<file path="config.mk">
export PLATFORM = sky130hd
export DESIGN_NAME = http_etag_list_matcher
export DESIGN_NICKNAME = d
export VERILOG_FILES = /design/src/hw/rtl/etag_pkg.sv /design/src/hw/rtl/etag_ram.sv /design/src/hw/rtl/etag_phase.sv /design/src/hw/rtl/http_etag_list_matcher.sv
export SDC_FILE = /design/constraint.sdc
export NUM_CORES = 1
export LEC_CHECK = 0
export CAP_MARGIN = 20
export CORE_ASPECT_RATIO = 1.2
export CORE_MARGIN = 10
export CORE_UTILIZATION = 45
export DETAILED_ROUTE_END_ITERATION = 10
export DONT_BUFFER_PORTS = 1
export GPL_TIMING_DRIVEN = 0
export PLACE_DENSITY = 0.66
export REMOVE_ABC_BUFFERS = 1
export SETUP_SLACK_MARGIN = 0.05
export SLEW_MARGIN = 20
export SYNTH_ARGS = -nofsm -noshare
export SYNTH_HDL_FRONTEND = slang
export SYNTH_SLANG_ARGS = --single-unit
</file>
<file path="constraint.sdc">
create_clock -name i_clk -period 4.2 [get_ports i_clk]
set_input_delay 0.63 -clock i_clk [delete_from_list [all_inputs] [get_ports i_clk]]
set_output_delay 0.63 -clock i_clk [all_outputs]
set_load 0.05 [all_outputs]
</file>
<file path="src/hw/rtl/etag_pkg.sv">
// types and constants shared by the entity tag list matcher
// no dependencies; imported by etag_phase and http_etag_list_matcher
package etag_pkg;

    typedef enum logic [1:0] {
        CMD_START  = 2'd0,
        CMD_DIGEST = 2'd1,
        CMD_HEADER = 2'd2,
        CMD_END    = 2'd3
    } t_cmd;

    typedef enum logic [1:0] {
        VERDICT_NONE      = 2'd0,
        VERDICT_MATCH     = 2'd1,
        VERDICT_MALFORMED = 2'd2
    } t_verdict;

    // list parser phases, one-hot
    typedef enum logic [7:0] {
        PH_LEAD  = 8'b0000_0001,
        PH_STAR  = 8'b0000_0010,
        PH_SEP   = 8'b0000_0100,
        PH_W     = 8'b0000_1000,
        PH_OPEN  = 8'b0001_0000,
        PH_TAG   = 8'b0010_0000,
        PH_AFTER = 8'b0100_0000,
        PH_BAD   = 8'b1000_0000
    } t_phase;

    localparam logic [7:0] CH_SPACE   = 8'h20;
    localparam logic [7:0] CH_TAB     = 8'h09;
    localparam logic [7:0] CH_COMMA   = 8'h2c;
    localparam logic [7:0] CH_W       = 8'h57;
    localparam logic [7:0] CH_SLASH   = 8'h2f;
    localparam logic [7:0] CH_STAR    = 8'h2a;
    localparam logic [7:0] CH_QUOTE   = 8'h22;
    localparam logic [7:0] CH_TAG_MIN = 8'h21;
    localparam logic [7:0] CH_DEL     = 8'h7f;

    // tag events raised by the parser for the digest comparison
    typedef struct packed {
        logic begin_tag;
        logic close_tag;
        logic tag_char;
    } t_tag_ev;

    // parser phase summary used to form the verdict
    typedef struct packed {
        logic lead;
        logic star;
        logic list_ok;
    } t_phase_status;

endpackage

</file>
<file path="src/hw/rtl/etag_ram.sv">
// generic single-write, single-read RAM with registered read data
// no dependencies
module etag_ram #(
    parameter int WIDTH = 8,
    parameter int DEPTH = 64
) (
    input  logic                                   i_clk,
    input  logic                                   i_we,
    input  logic [(DEPTH > 1 ? $clog2(DEPTH) : 1)-1:0] i_waddr,
    input  logic [WIDTH-1:0]                       i_wdata,
    input  logic [(DEPTH > 1 ? $clog2(DEPTH) : 1)-1:0] i_raddr,
    output logic [WIDTH-1:0]                       o_rdata
);

    logic [WIDTH-1:0] r_mem [0:DEPTH-1];
    logic [WIDTH-1:0] r_rdata;

    always_ff @(posedge i_clk) begin
        if (i_we) begin
            r_mem[i_waddr] <= i_wdata;
        end
        r_rdata <= r_mem[i_raddr];
    end

    assign o_rdata = r_rdata;

endmodule

</file>
<file path="src/hw/rtl/etag_phase.sv">
// header value list parser: phase state machine and tag events
// depends on etag_pkg
module etag_phase
    import etag_pkg::*;
(
    input  logic          i_clk,
    input  logic          i_rst_n,
    input  logic          i_start,
    input  logic          i_hdr,
    input  logic [7:0]    i_byte,
    output t_tag_ev       o_ev,
    output t_phase_status o_status
);

    t_phase r_phase;
    t_phase n_phase;
    t_phase item_phase;
    logic   blank;
    logic   tag_ok;

    assign blank  = (i_byte == CH_SPACE) || (i_byte == CH_TAB);
    assign tag_ok = (i_byte >= CH_TAG_MIN) && (i_byte != CH_DEL);

    // first byte of a list item
    always_comb begin
        if (blank || i_byte == CH_COMMA) begin
            item_phase = PH_SEP;
        end else if (i_byte == CH_W) begin
            item_phase = PH_W;
        end else if (i_byte == CH_QUOTE) begin
            item_phase = PH_TAG;
        end else begin
            item_phase = PH_BAD;
        end
    end

    always_comb begin
        n_phase = r_phase;
        o_ev    = '0;
        if (i_start) begin
            n_phase = PH_LEAD;
        end else if (i_hdr) begin
            unique case (r_phase)
                PH_LEAD: begin
                    if (blank) begin
                        n_phase = PH_LEAD;
                    end else if (i_byte == CH_STAR) begin
                        n_phase = PH_STAR;
                    end else begin
                        n_phase      = item_phase;
                        o_ev.begin_tag = (i_byte == CH_QUOTE);
                    end
                end
                PH_STAR: begin
                    if (!blank) n_phase = PH_BAD;
                end
                PH_SEP: begin
                    n_phase        = item_phase;
                    o_ev.begin_tag = (i_byte == CH_QUOTE);
                end
                PH_W: begin
                    n_phase = (i_byte == CH_SLASH) ? PH_OPEN : PH_BAD;
                end
                PH_OPEN: begin
                    if (i_byte == CH_QUOTE) begin
                        n_phase        = PH_TAG;
                        o_ev.begin_tag = 1'b1;
                    end else begin
                        n_phase = PH_BAD;
                    end
                end
                PH_TAG: begin
                    if (i_byte == CH_QUOTE) begin
                        n_phase        = PH_AFTER;
                        o_ev.close_tag = 1'b1;
                    end else if (!tag_ok) begin
                        n_phase = PH_BAD;
                    end else begin
                        o_ev.tag_char = 1'b1;
                    end
                end
                PH_AFTER: begin
                    if (i_byte == CH_COMMA) begin
                        n_phase = PH_SEP;
                    end else if (!blank) begin
                        n_phase = PH_BAD;
                    end
                end
                PH_BAD: begin
                    n_phase = PH_BAD;
                end
                default: begin
                    n_phase = PH_BAD;
                end
            endcase
        end
    end

    always_ff @(posedge i_clk) begin
        if (!i_rst_n) begin
            r_phase <= PH_LEAD;
        end else begin
            r_phase <= n_phase;
        end
    end

    assign o_status.lead    = (r_phase == PH_LEAD);
    assign o_status.star    = (r_phase == PH_STAR);
    assign o_status.list_ok = (r_phase == PH_SEP) || (r_phase == PH_AFTER);

endmodule

</file>
<file path="src/hw/rtl/http_etag_list_matcher.sv">
// If-None-Match list matcher with weak entity tag comparison, top level
// depends on etag_pkg, etag_ram and etag_phase
//
// One transaction is taken every clock cycle; a stall reaches the input only while a
// verdict sits in the output register and the downstream side stalls. Each header byte
// moves the list parser one step and, in a tag, compares against one digest byte. The
// digest RAM is read at the next tag position into its read register, so the byte for
// the next compare is always ready; a digest write to that address is forwarded. An end
// command's verdict goes to the output register, valid from the cycle after acceptance.
module http_etag_list_matcher
    import etag_pkg::*;
#(
    parameter int DIGEST_MAX = 64
) (
    input  logic       i_clk,
    input  logic       i_rst_n,
    input  logic       i_valid,
    output logic       o_stall,
    input  logic [1:0] i_command,
    input  logic [7:0] i_data_byte,
    output logic       o_valid,
    input  logic       i_stall,
    output logic [1:0] o_verdict
);

    localparam int LW = $clog2(DIGEST_MAX + 1);
    localparam int AW = (DIGEST_MAX > 1) ? $clog2(DIGEST_MAX) : 1;
    localparam logic [LW-1:0] LEN_MAX = LW'(DIGEST_MAX);

    logic          accept;
    logic          cmd_start;
    logic          cmd_digest;
    logic          cmd_header;
    logic          cmd_end;
    t_tag_ev       ev;
    t_phase_status status;

    logic [LW-1:0] r_dlen, n_dlen;
    logic          r_ovf, n_ovf;
    logic [LW-1:0] r_pos, n_pos;
    logic          r_mism, n_mism;
    logic          r_any, n_any;
    logic          r_byp_hit;
    logic [7:0]    r_byp_data;
    logic          r_out_valid;
    t_verdict      r_verdict;
    t_verdict      verdict_now;

    logic          we;
    logic [AW-1:0] waddr;
    logic [AW-1:0] raddr;
    logic [7:0]    ram_rdata;
    logic [7:0]    cur_byte;

    assign o_stall    = r_out_valid && i_stall;
    assign accept     = i_valid && !o_stall;
    assign cmd_start  = accept && (t_cmd'(i_command) == CMD_START);
    assign cmd_digest = accept && (t_cmd'(i_command) == CMD_DIGEST);
    assign cmd_header = accept && (t_cmd'(i_command) == CMD_HEADER);
    assign cmd_end    = accept && (t_cmd'(i_command) == CMD_END);

    etag_phase u_phase (
        .i_clk    (i_clk),
        .i_rst_n  (i_rst_n),
        .i_start  (cmd_start),
        .i_hdr    (cmd_header),
        .i_byte   (i_data_byte),
        .o_ev     (ev),
        .o_status (status)
    );

    assign we    = cmd_digest && (r_dlen < LEN_MAX);
    assign waddr = r_dlen[AW-1:0];
    assign raddr = n_pos[AW-1:0];

    etag_ram #(
        .WIDTH (8),
        .DEPTH (DIGEST_MAX)
    ) u_ram (
        .i_clk   (i_clk),
        .i_we    (we),
        .i_waddr (waddr),
        .i_wdata (i_data_byte),
        .i_raddr (raddr),
        .o_rdata (ram_rdata)
    );

    assign cur_byte = r_byp_hit ? r_byp_data : ram_rdata;

    always_comb begin
        n_dlen = r_dlen;
        n_ovf  = r_ovf;
        n_pos  = r_pos;
        n_mism = r_mism;
        n_any  = r_any;
        if (cmd_start) begin
            n_dlen = '0;
            n_ovf  = 1'b0;
            n_pos  = '0;
            n_mism = 1'b0;
            n_any  = 1'b0;
        end else if (cmd_digest) begin
            if (r_dlen < LEN_MAX) begin
                n_dlen = r_dlen + LW'(1);
            end else begin
                n_ovf = 1'b1;
            end
        end else if (ev.begin_tag) begin
            n_pos  = '0;
            n_mism = 1'b0;
        end else if (ev.close_tag) begin
            if (!r_mism && !r_ovf && r_pos == r_dlen) begin
                n_any = 1'b1;
            end
        end else if (ev.tag_char && !r_mism) begin
            if (r_pos >= r_dlen || cur_byte != i_data_byte) begin
                n_mism = 1'b1;
            end else begin
                n_pos = r_pos + LW'(1);
            end
        end
    end

    always_comb begin
        if (status.lead) begin
            verdict_now = VERDICT_NONE;
        end else if (status.star) begin
            verdict_now = VERDICT_MATCH;
        end else if (status.list_ok) begin
            verdict_now = r_any ? VERDICT_MATCH : VERDICT_NONE;
        end else begin
            verdict_now = VERDICT_MALFORMED;
        end
    end

    always_ff @(posedge i_clk) begin
        if (!i_rst_n) begin
            r_dlen      <= '0;
            r_ovf       <= 1'b0;
            r_pos       <= '0;
            r_mism      <= 1'b0;
            r_any       <= 1'b0;
            r_byp_hit   <= 1'b0;
            r_out_valid <= 1'b0;
        end else begin
            r_dlen <= n_dlen;
            r_ovf  <= n_ovf;
            r_pos  <= n_pos;
            r_mism <= n_mism;
            r_any  <= n_any;
            // ram read is old data when written at the same address
            r_byp_hit <= we && (waddr == raddr);
            if (cmd_end) begin
                r_out_valid <= 1'b1;
            end else if (!i_stall) begin
                r_out_valid <= 1'b0;
            end
        end
    end

    always_ff @(posedge i_clk) begin
        r_byp_data <= i_data_byte;
        if (cmd_end) begin
            r_verdict <= verdict_now;
        end
    end

    assign o_valid   = r_out_valid;
    assign o_verdict = r_verdict;

endmodule
</file>
==> results.sh, run 1 <==
export IMPL_status="complete, but fails checks"
export IMPL_violations="negative setup slack"
export IMPL_nNetsFinal=1805
export IMPL_clk_latency_ns=0.59
export IMPL_syn_to_final_growth_pct=16.5
export IMPL_worstPathArrival_ns=4.67
export IMPL_reg2reg_depth=13
export IMPL_dr_pass1_iters=7
export IMPL_port_buffers=0
export IMPL_pre_cts_ws_ns=-1.53
export IMPL_hold_path_class="primary input to flop"
export IMPL_slew_headroom_pct=27.0
export IMPL_grt_overflow=0
export IMPL_num_antenna_cells=0
export IMPL_root_buffer="clkbuf_16"
export IMPL_final_cell_mix="edfxtp_1 (514), nand2_1 (274), nor2_1 (130), mux2i_1 (128), nand3_1 (91)"
export IMPL_first_global_vias=14100
export IMPL_syn_cell_area_mm2=0.0233
export IMPL_critical_path_most_common_cell="or4_4"
export IMPL_cts_tree="done"
export IMPL_holdPathStages=0
export IMPL_htreeDepth=2
export IMPL_synth_edf_count=514
export IMPL_slowest_stage="or4_4"
export IMPL_ys_ff_latch=557
export IMPL_worstSetupPathType="flop to flop"
export IMPL_cp_cell_sequence="or4_4 -> or4_4 -> nor4_4 -> nand3_2 -> or3_4 -> and2_4 -> buf_12 -> nor2_4 -> buf_4 -> a32oi_1 -> a22oi_1 -> nand4b_1 -> and4b_1"
export IMPL_grtUsageTotal_pct=19.4
export IMPL_drtAntennaViolNets=0
export IMPL_cts_buffers_inserted=51
export IMPL_required_ns=4.67
export IMPL_finalCritPeriodShare_pct=100
export IMPL_min_to="r_byp_data[2]"
export IMPL_skew_ns=0.0222
export IMPL_drive_gt1_share_pct=14.7
export IMPL_dpl_hpwl_mm=33.6
export IMPL_max_freq_mhz=238
export IMPL_die_w_um=228
export IMPL_yosys_cell_types_count=69
export IMPL_endpoint_kind="flop"
export IMPL_totalWireLength_mm=61.8
export IMPL_r2r_start="u_phase.r_phase[0]"
export IMPL_initial_core_util_pct=45.4
export IMPL_ys_warnings_count=0
export IMPL_cp_start_kind="flop"
export IMPL_synth_area_leaders="edfxtp_1 (66%), mux2i_1 (5.7%), nand2_1 (4.4%)"
export IMPL_layout_cells_non_filler=2471
export IMPL_dp_cells=2303
export IMPL_yosysSeqAreaShare_pct=70.1
export IMPL_critical_path_peak_fanout=7
export IMPL_hold_violations=0
export IMPL_core_mm2=0.0512
export IMPL_clockBufferDepth=3
export IMPL_syn_area_per_cell_um2=13.5
export IMPL_drcViolationCount=0
export IMPL_grt_antenna_before_repair=0
export IMPL_grt_pass1_wl_mm=89.2
export IMPL_drv_slew=0
export IMPL_top_layer="met4"
export IMPL_max_slew_worst_pin_slew_ns=1.09
export IMPL_grt_max_degree=75
export IMPL_final_common_cell="edfxtp_1"
export IMPL_pin_count=18
export IMPL_vias=15000
export IMPL_cp_slowest_stage_delay_ns=0.54
export IMPL_synth_largest_area_cell="edfxtp_1"
export IMPL_p_leak_nw=9.16
export IMPL_wl_met1_mm=24.4
export IMPL_drt_iter0_drc=1473
export IMPL_clkSinkCount=557
export IMPL_r2r_end="u_ram.o_rdata[4]"
export IMPL_drv_cap=0
export IMPL_netlist_instances=1728
export IMPL_synthDominantCellAreaShare_pct=66.4
export IMPL_place_congestion=0.833
export IMPL_synth_top_flop_cell="edfxtp_1"
export IMPL_async_flop_share_pct=0
export IMPL_post_route_min_period_ns=4.20
export IMPL_clkSlewWorstSetupHoldPaths_ns=0.07
export IMPL_hold_buffers=0
export IMPL_hp_start="i_data_byte[2]"
export IMPL_rows=91
export IMPL_fin_ws_ns=-0.00140
export IMPL_fin_util_pct=52.9
export IMPL_power_density_mw_per_mm2=395
export IMPL_rrSetupSlack_ns=-0.001
export IMPL_peakVddDrop_v=0.000284
export IMPL_met2_wirelength_mm=30.9
export IMPL_rsz0062_at_grt="true"
export IMPL_dieArea_mm2=0.0612
export IMPL_wl_per_cell_um=25.0
export IMPL_setup_violations_final=1
export IMPL_wl_met3_mm=4.14
export IMPL_via_per_inst=6.07
export IMPL_dieHeight_um=269
-- cell type report --
type / instances / area (um^2)
fillers: 4102 / 24100
flip-flops and latches: 557 / 16300
multi-input cells: 1073 / 7090
clock buffers: 58 / 1300
repair buffers: 87 / 1230
well taps: 651 / 815
clock inverters: 33 / 300
inverters: 12 / 48.8
-- critical path, delay by kind of cell, from the launching register on --
kind / cells / cell delay, ns
compound gates: 2 / 0.28
buf+inv: 2 / 0.31
flops: 1 / 0.35
simple gates: 9 / 3.13
-- sequential cells by signal, summed over array words and instances, names as in the netlist --
register and cells:
o_valid 1, o_verdict 2, r_any 1, r_byp_data 8, r_byp_hit 1, r_dlen 7, r_mism 1, r_ovf 1
r_pos 7, u_phase.r_phase 8, u_ram.o_rdata 8, u_ram.r_mem 512
-- synth_stat cells (6+ instances only) --
library cell and instances:
inv_1 12, a2111oi_0 6, a32oi_1 6, nor3_1 21
a21oi_1 65, and2_1 6, xnor2_1 22, a311oi_1 7
a221oi_1 7, a22oi_1 17, or4_1 9, nand4_1 10
dfxtp_1 43, buf_2 36, o21ai_0 12, a211o_1 10
nand2b_1 6, o22ai_1 7, nand3_1 95, ha_1 9
o211ai_1 11, buf_4 9, a211oi_1 55, nor2_1 131
a31oi_1 21, edfxtp_1 514, and3_1 35, mux2i_1 132
nand2_1 275, clkbuf_1 34, nor4_1 6, buf_1 10
-- cells by family (layout without fill, tap and decap cells) --
logic type | after synthesis | after routing | share of synthesized area [%]
AOI/OAI and AO/OA | 259 | 260 | 7.63
xor gates and xnor gates | 26 | 26 | 1.01
adders and majority gates | 9 | 9 | 0.484
buffers and inverters | 106 | 190 | 2.16
DFF | 557 | 557 | 70.1
muxes | 137 | 139 | 5.97
and+or+nand+nor | 634 | 639 | 12.7
-- metal layers --
layer | track usage [%] | vias up
met1 | 24.8 | 7567
met5 | 0 | -
met4 | 7.37 | 0
met3 | 2.34 | 129
li1 | - | 6667
met2 | 33.2 | 626
-- power breakdown --
group,leakage (nW),switching [mW],total [mW],internal (mW)
sequential,4.98,0.00967,6.07,6.06
combinational,3.40,0.0500,0.0822,0.0321
clock,0.790,2.01,4.54,2.53
-- metrics by stage --
step                      hold WS [ns]  power, mW  cell area (um^2)  TNS (ns)
final                           0.0838       10.7             27100  -0.00140
after global routing            0.0583       10.9             27100    -0.176
after CTS                       0.0562       10.7             26300         0
after detailed placement         0.458       6.26             24100    -11.08
after global placement           0.451       6.26             23600    -76.73
after floorplan                  0.437       6.24             22800    -29.49
-- how the worst max path moves through the flow --
stage	start	to	slack (ns)	cells after the start
4_1_cts	u_phase.r_phase[7]	u_ram.o_rdata[1]	0.05	12
5_1_grt	u_phase.r_phase[7]	u_ram.o_rdata[4]	-0.07	13
2_1_floorplan	u_phase.r_phase[7]	u_ram.o_rdata[1]	-3.48	11
3_5_place_dp	r_dlen[4]	u_ram.o_rdata[1]	-1.53	14
3_3_place_gp	r_dlen[4]	u_ram.o_rdata[6]	-8.78	12
6_report	u_phase.r_phase[0]	u_ram.o_rdata[4]	-0.001	13
-- what timing repair did --
action                                  CTS  global route
gates resized for setup                  48            59
cloned                                    8             8
pin swaps                                16            35
endpoints found under the setup margin   10             8
setup buffers                            28            33
No activity file was read; power rests on OpenSTA's default activity.
==> run 2: changes to the inputs <==
REMOVE_ABC_BUFFERS = default   (was 1)
==> run 2 against run 1 <==
The run now ends clean. Final cell count is 0.65% higher. First-iteration DRC count is 17% higher. Largest power group unchanged. Clock-buffer cell count is 9 higher.
==> results.sh, run 2 (synthesis results as in run 1) <==
export IMPL_status="completed"
export IMPL_dieHeight_um=269
export IMPL_critical_path_peak_fanout=8
export IMPL_top_register="u_ram.r_mem"
export IMPL_wl_per_cell_um=26.6
export IMPL_skew_ns=0.0140
export IMPL_critical_path_most_common_cell="buf_4"
export IMPL_clkSlewWorstSetupHoldPaths_ns=0.07
export IMPL_cp_cell_sequence="clkbuf_1 -> inv_2 -> ha_1 -> nand2_1 -> nor2_1 -> a2111oi_4 -> nand4_1 -> buf_4 -> buf_4 -> nor4_4 -> o21a_2 -> buf_4 -> nand3_2 -> nor3_1 -> or3_1 -> and4b_1"
export IMPL_dpl_hpwl_mm=43.4
export IMPL_syn_to_final_growth_pct=14.9
export IMPL_grt_pass1_wl_mm=96.9
export IMPL_dr_pass1_iters=6
export IMPL_grt_max_degree=72
export IMPL_nNetsFinal=1822
export IMPL_syn_nets=1751
export IMPL_final_cell_mix="edfxtp_1 (514), nand2_1 (269), nor2_1 (129), mux2i_1 (125), nand3_1 (89)"
export IMPL_pin_count=18
export IMPL_via_per_inst=6.03
export IMPL_hold_path_class="primary input to flop"
export IMPL_power_density_mw_per_mm2=405
export IMPL_final_common_cell="edfxtp_1"
export IMPL_drive_gt1_share_pct=16.3
export IMPL_met2_wirelength_mm=31.9
export IMPL_cts_buffers_inserted=52
export IMPL_totalWireLength_mm=66.2
export IMPL_layout_cells_non_filler=2487
export IMPL_wl_met3_mm=5.46
export IMPL_cp_slowest_stage_delay_ns=0.43
export IMPL_grt_overflow=0
export IMPL_clk_latency_ns=0.61
export IMPL_wl_met1_mm=25.2
export IMPL_hold_violations=0
export IMPL_vias=15000
export IMPL_place_congestion=0.935
export IMPL_clockBufferDepth=3
export IMPL_max_freq_mhz=244
export IMPL_fill_cells=4304
export IMPL_drtAntennaViolNets=0
export IMPL_top_layer="met4"
export IMPL_hold_buffers=0
export IMPL_p_leak_nw=8.97
export IMPL_num_antenna_cells=0
export IMPL_clkSinkCount=557
export IMPL_max_slew_worst_pin_slew_ns=1.02
export IMPL_largest_reg_flops=512
export IMPL_drcViolationCount=0
export IMPL_grt_antenna_before_repair=0
export IMPL_grtUsageTotal_pct=21.7
export IMPL_post_route_min_period_ns=4.10
export IMPL_dp_cells=2379
export IMPL_setup_violations_final=0
export IMPL_r2r_start="r_dlen[5]"
export IMPL_drv_slew=0
export IMPL_rsz0062_at_grt="true"
export IMPL_die_w_um=228
export IMPL_reg2reg_depth=16
export IMPL_r2r_end="u_ram.o_rdata[1]"
export IMPL_cts_tree="done"
export IMPL_min_to="r_byp_data[6]"
export IMPL_peakVddDrop_v=0.000295
export IMPL_endpoint_kind="flop"
export IMPL_rows=91
export IMPL_power_mw=10.8
export IMPL_dieArea_mm2=0.0612
export IMPL_holdPathStages=0
export IMPL_rrSetupSlack_ns=0.10
export IMPL_root_buffer="clkbuf_16"
export IMPL_drv_cap=0
export IMPL_slowest_stage="nor3_1"
export IMPL_cp_start_kind="flop"
export IMPL_initial_core_util_pct=45.4
export IMPL_htreeDepth=2
export IMPL_hp_start="i_data_byte[6]"
export IMPL_slew_headroom_pct=31.6
export IMPL_core_mm2=0.0512
export IMPL_finalCritPeriodShare_pct=97.5
export IMPL_port_buffers=0
export IMPL_worstPathArrival_ns=4.58
export IMPL_required_ns=4.68
export IMPL_drt_iter0_drc=1720
export IMPL_worstSetupPathType="flop to flop"
export IMPL_first_global_vias=14800
[run 2: cell count changes in the layout (fill, tap and decap cells not counted), moves of 5 or more]
cell,previous run,this run
clkbuf_2,0,14
clkbuf_1,7,22
clkbuf_16,59,53
buf_16,12,0
clkbuf_4,0,7
buf_2,0,12
clkinv_2,13,8
buf_12,14,3
buf_6,4,18
a311oi_1,7,2
a211oi_1,45,40
nand2_2,1,7
nand2_1,274,269
clkinv_1,11,5
[run 2: final cells by class]
| class | count | area, um^2 | area share, % |
|---|---|---|---|
| sequential | 557 | 16300 | 61.0 |
| multi-input combinational | 1065 | 7050 | 26.4 |
| clock buffer | 67 | 1400 | 5.24 |
| tap | 651 | 815 | 3.05 |
| buffer | 88 | 649 | 2.43 |
| clock inverter | 24 | 253 | 0.946 |
| timing repair buffer | 23 | 201 | 0.754 |
| inverter | 12 | 45.0 | 0.169 |
[run 2: timing repair]
item / CTS / global route
gates resized for setup: 170 / 63
cloned: 0 / 0
endpoints found under the setup margin: 10 / 9
pin swaps: 17 / 10
setup buffers: 15 / 8
[run 2: how the worst max path moves through the flow]
stage / start / endpoint / slack [ns]
2_1_floorplan: r_dlen[4] / u_ram.o_rdata[0] / 0.20
3_3_place_gp: r_dlen[4] / u_ram.o_rdata[0] / -1.85
3_5_place_dp: r_dlen[4] / u_ram.o_rdata[2] / -1.98
4_1_cts: u_phase.r_phase[7] / u_ram.o_rdata[5] / 0.07
5_1_grt: u_phase.r_phase[7] / u_ram.o_rdata[0] / 0.02
6_report: r_dlen[5] / u_ram.o_rdata[1] / 0.10
[run 2: power by group]
part / total, mW / leakage, nW / internal [mW] / switching [mW]
Combinational: 0.0934 / 3.19 / 0.0335 / 0.0599
Sequential: 6.07 / 4.98 / 6.06 / 0.00796
Clock: 4.66 / 0.796 / 2.65 / 2.01
[run 2: stage by stage]
stage / worst slack [ns] / TNS, ns / util, % / hold WS [ns] / area, um^2
detailed placement: -1.98 / -16.09 / 47.0 / 0.466 / 24100
finish: 0.105 / 0 / 52.2 / 0.0654 / 26700
floorplan: 0.197 / 0 / - / 0.437 / 23300
global placement: -1.85 / -15.25 / 47.0 / 0.453 / 24100
CTS: 0.0732 / 0 / 51.5 / 0.0491 / 26400
global route: 0.0175 / 0 / 52.2 / 0.0558 / 26700
[run 2: layer usage]
| metal | up-vias | global-route usage [%] |
|---|---|---|
| li1 | 6681 | - |
| met1 | 7418 | 27.3 |
| met2 | 725 | 35.2 |
| met3 | 182 | 3.51 |
| met4 | 0 | 11.7 |
| met5 | - | 0 |
[run 2: worst max-delay path, delay by kind of cell (launching register included)]
kind / cells / cell delay [ns]
AND/OR/NAND/NOR: 8 / 1.83
buffers and inverters: 5 / 0.89
AO/OA/AOI/OAI: 2 / 0.59
adder cells (fa/ha/maj): 1 / 0.34
flip-flops: 1 / 0.31
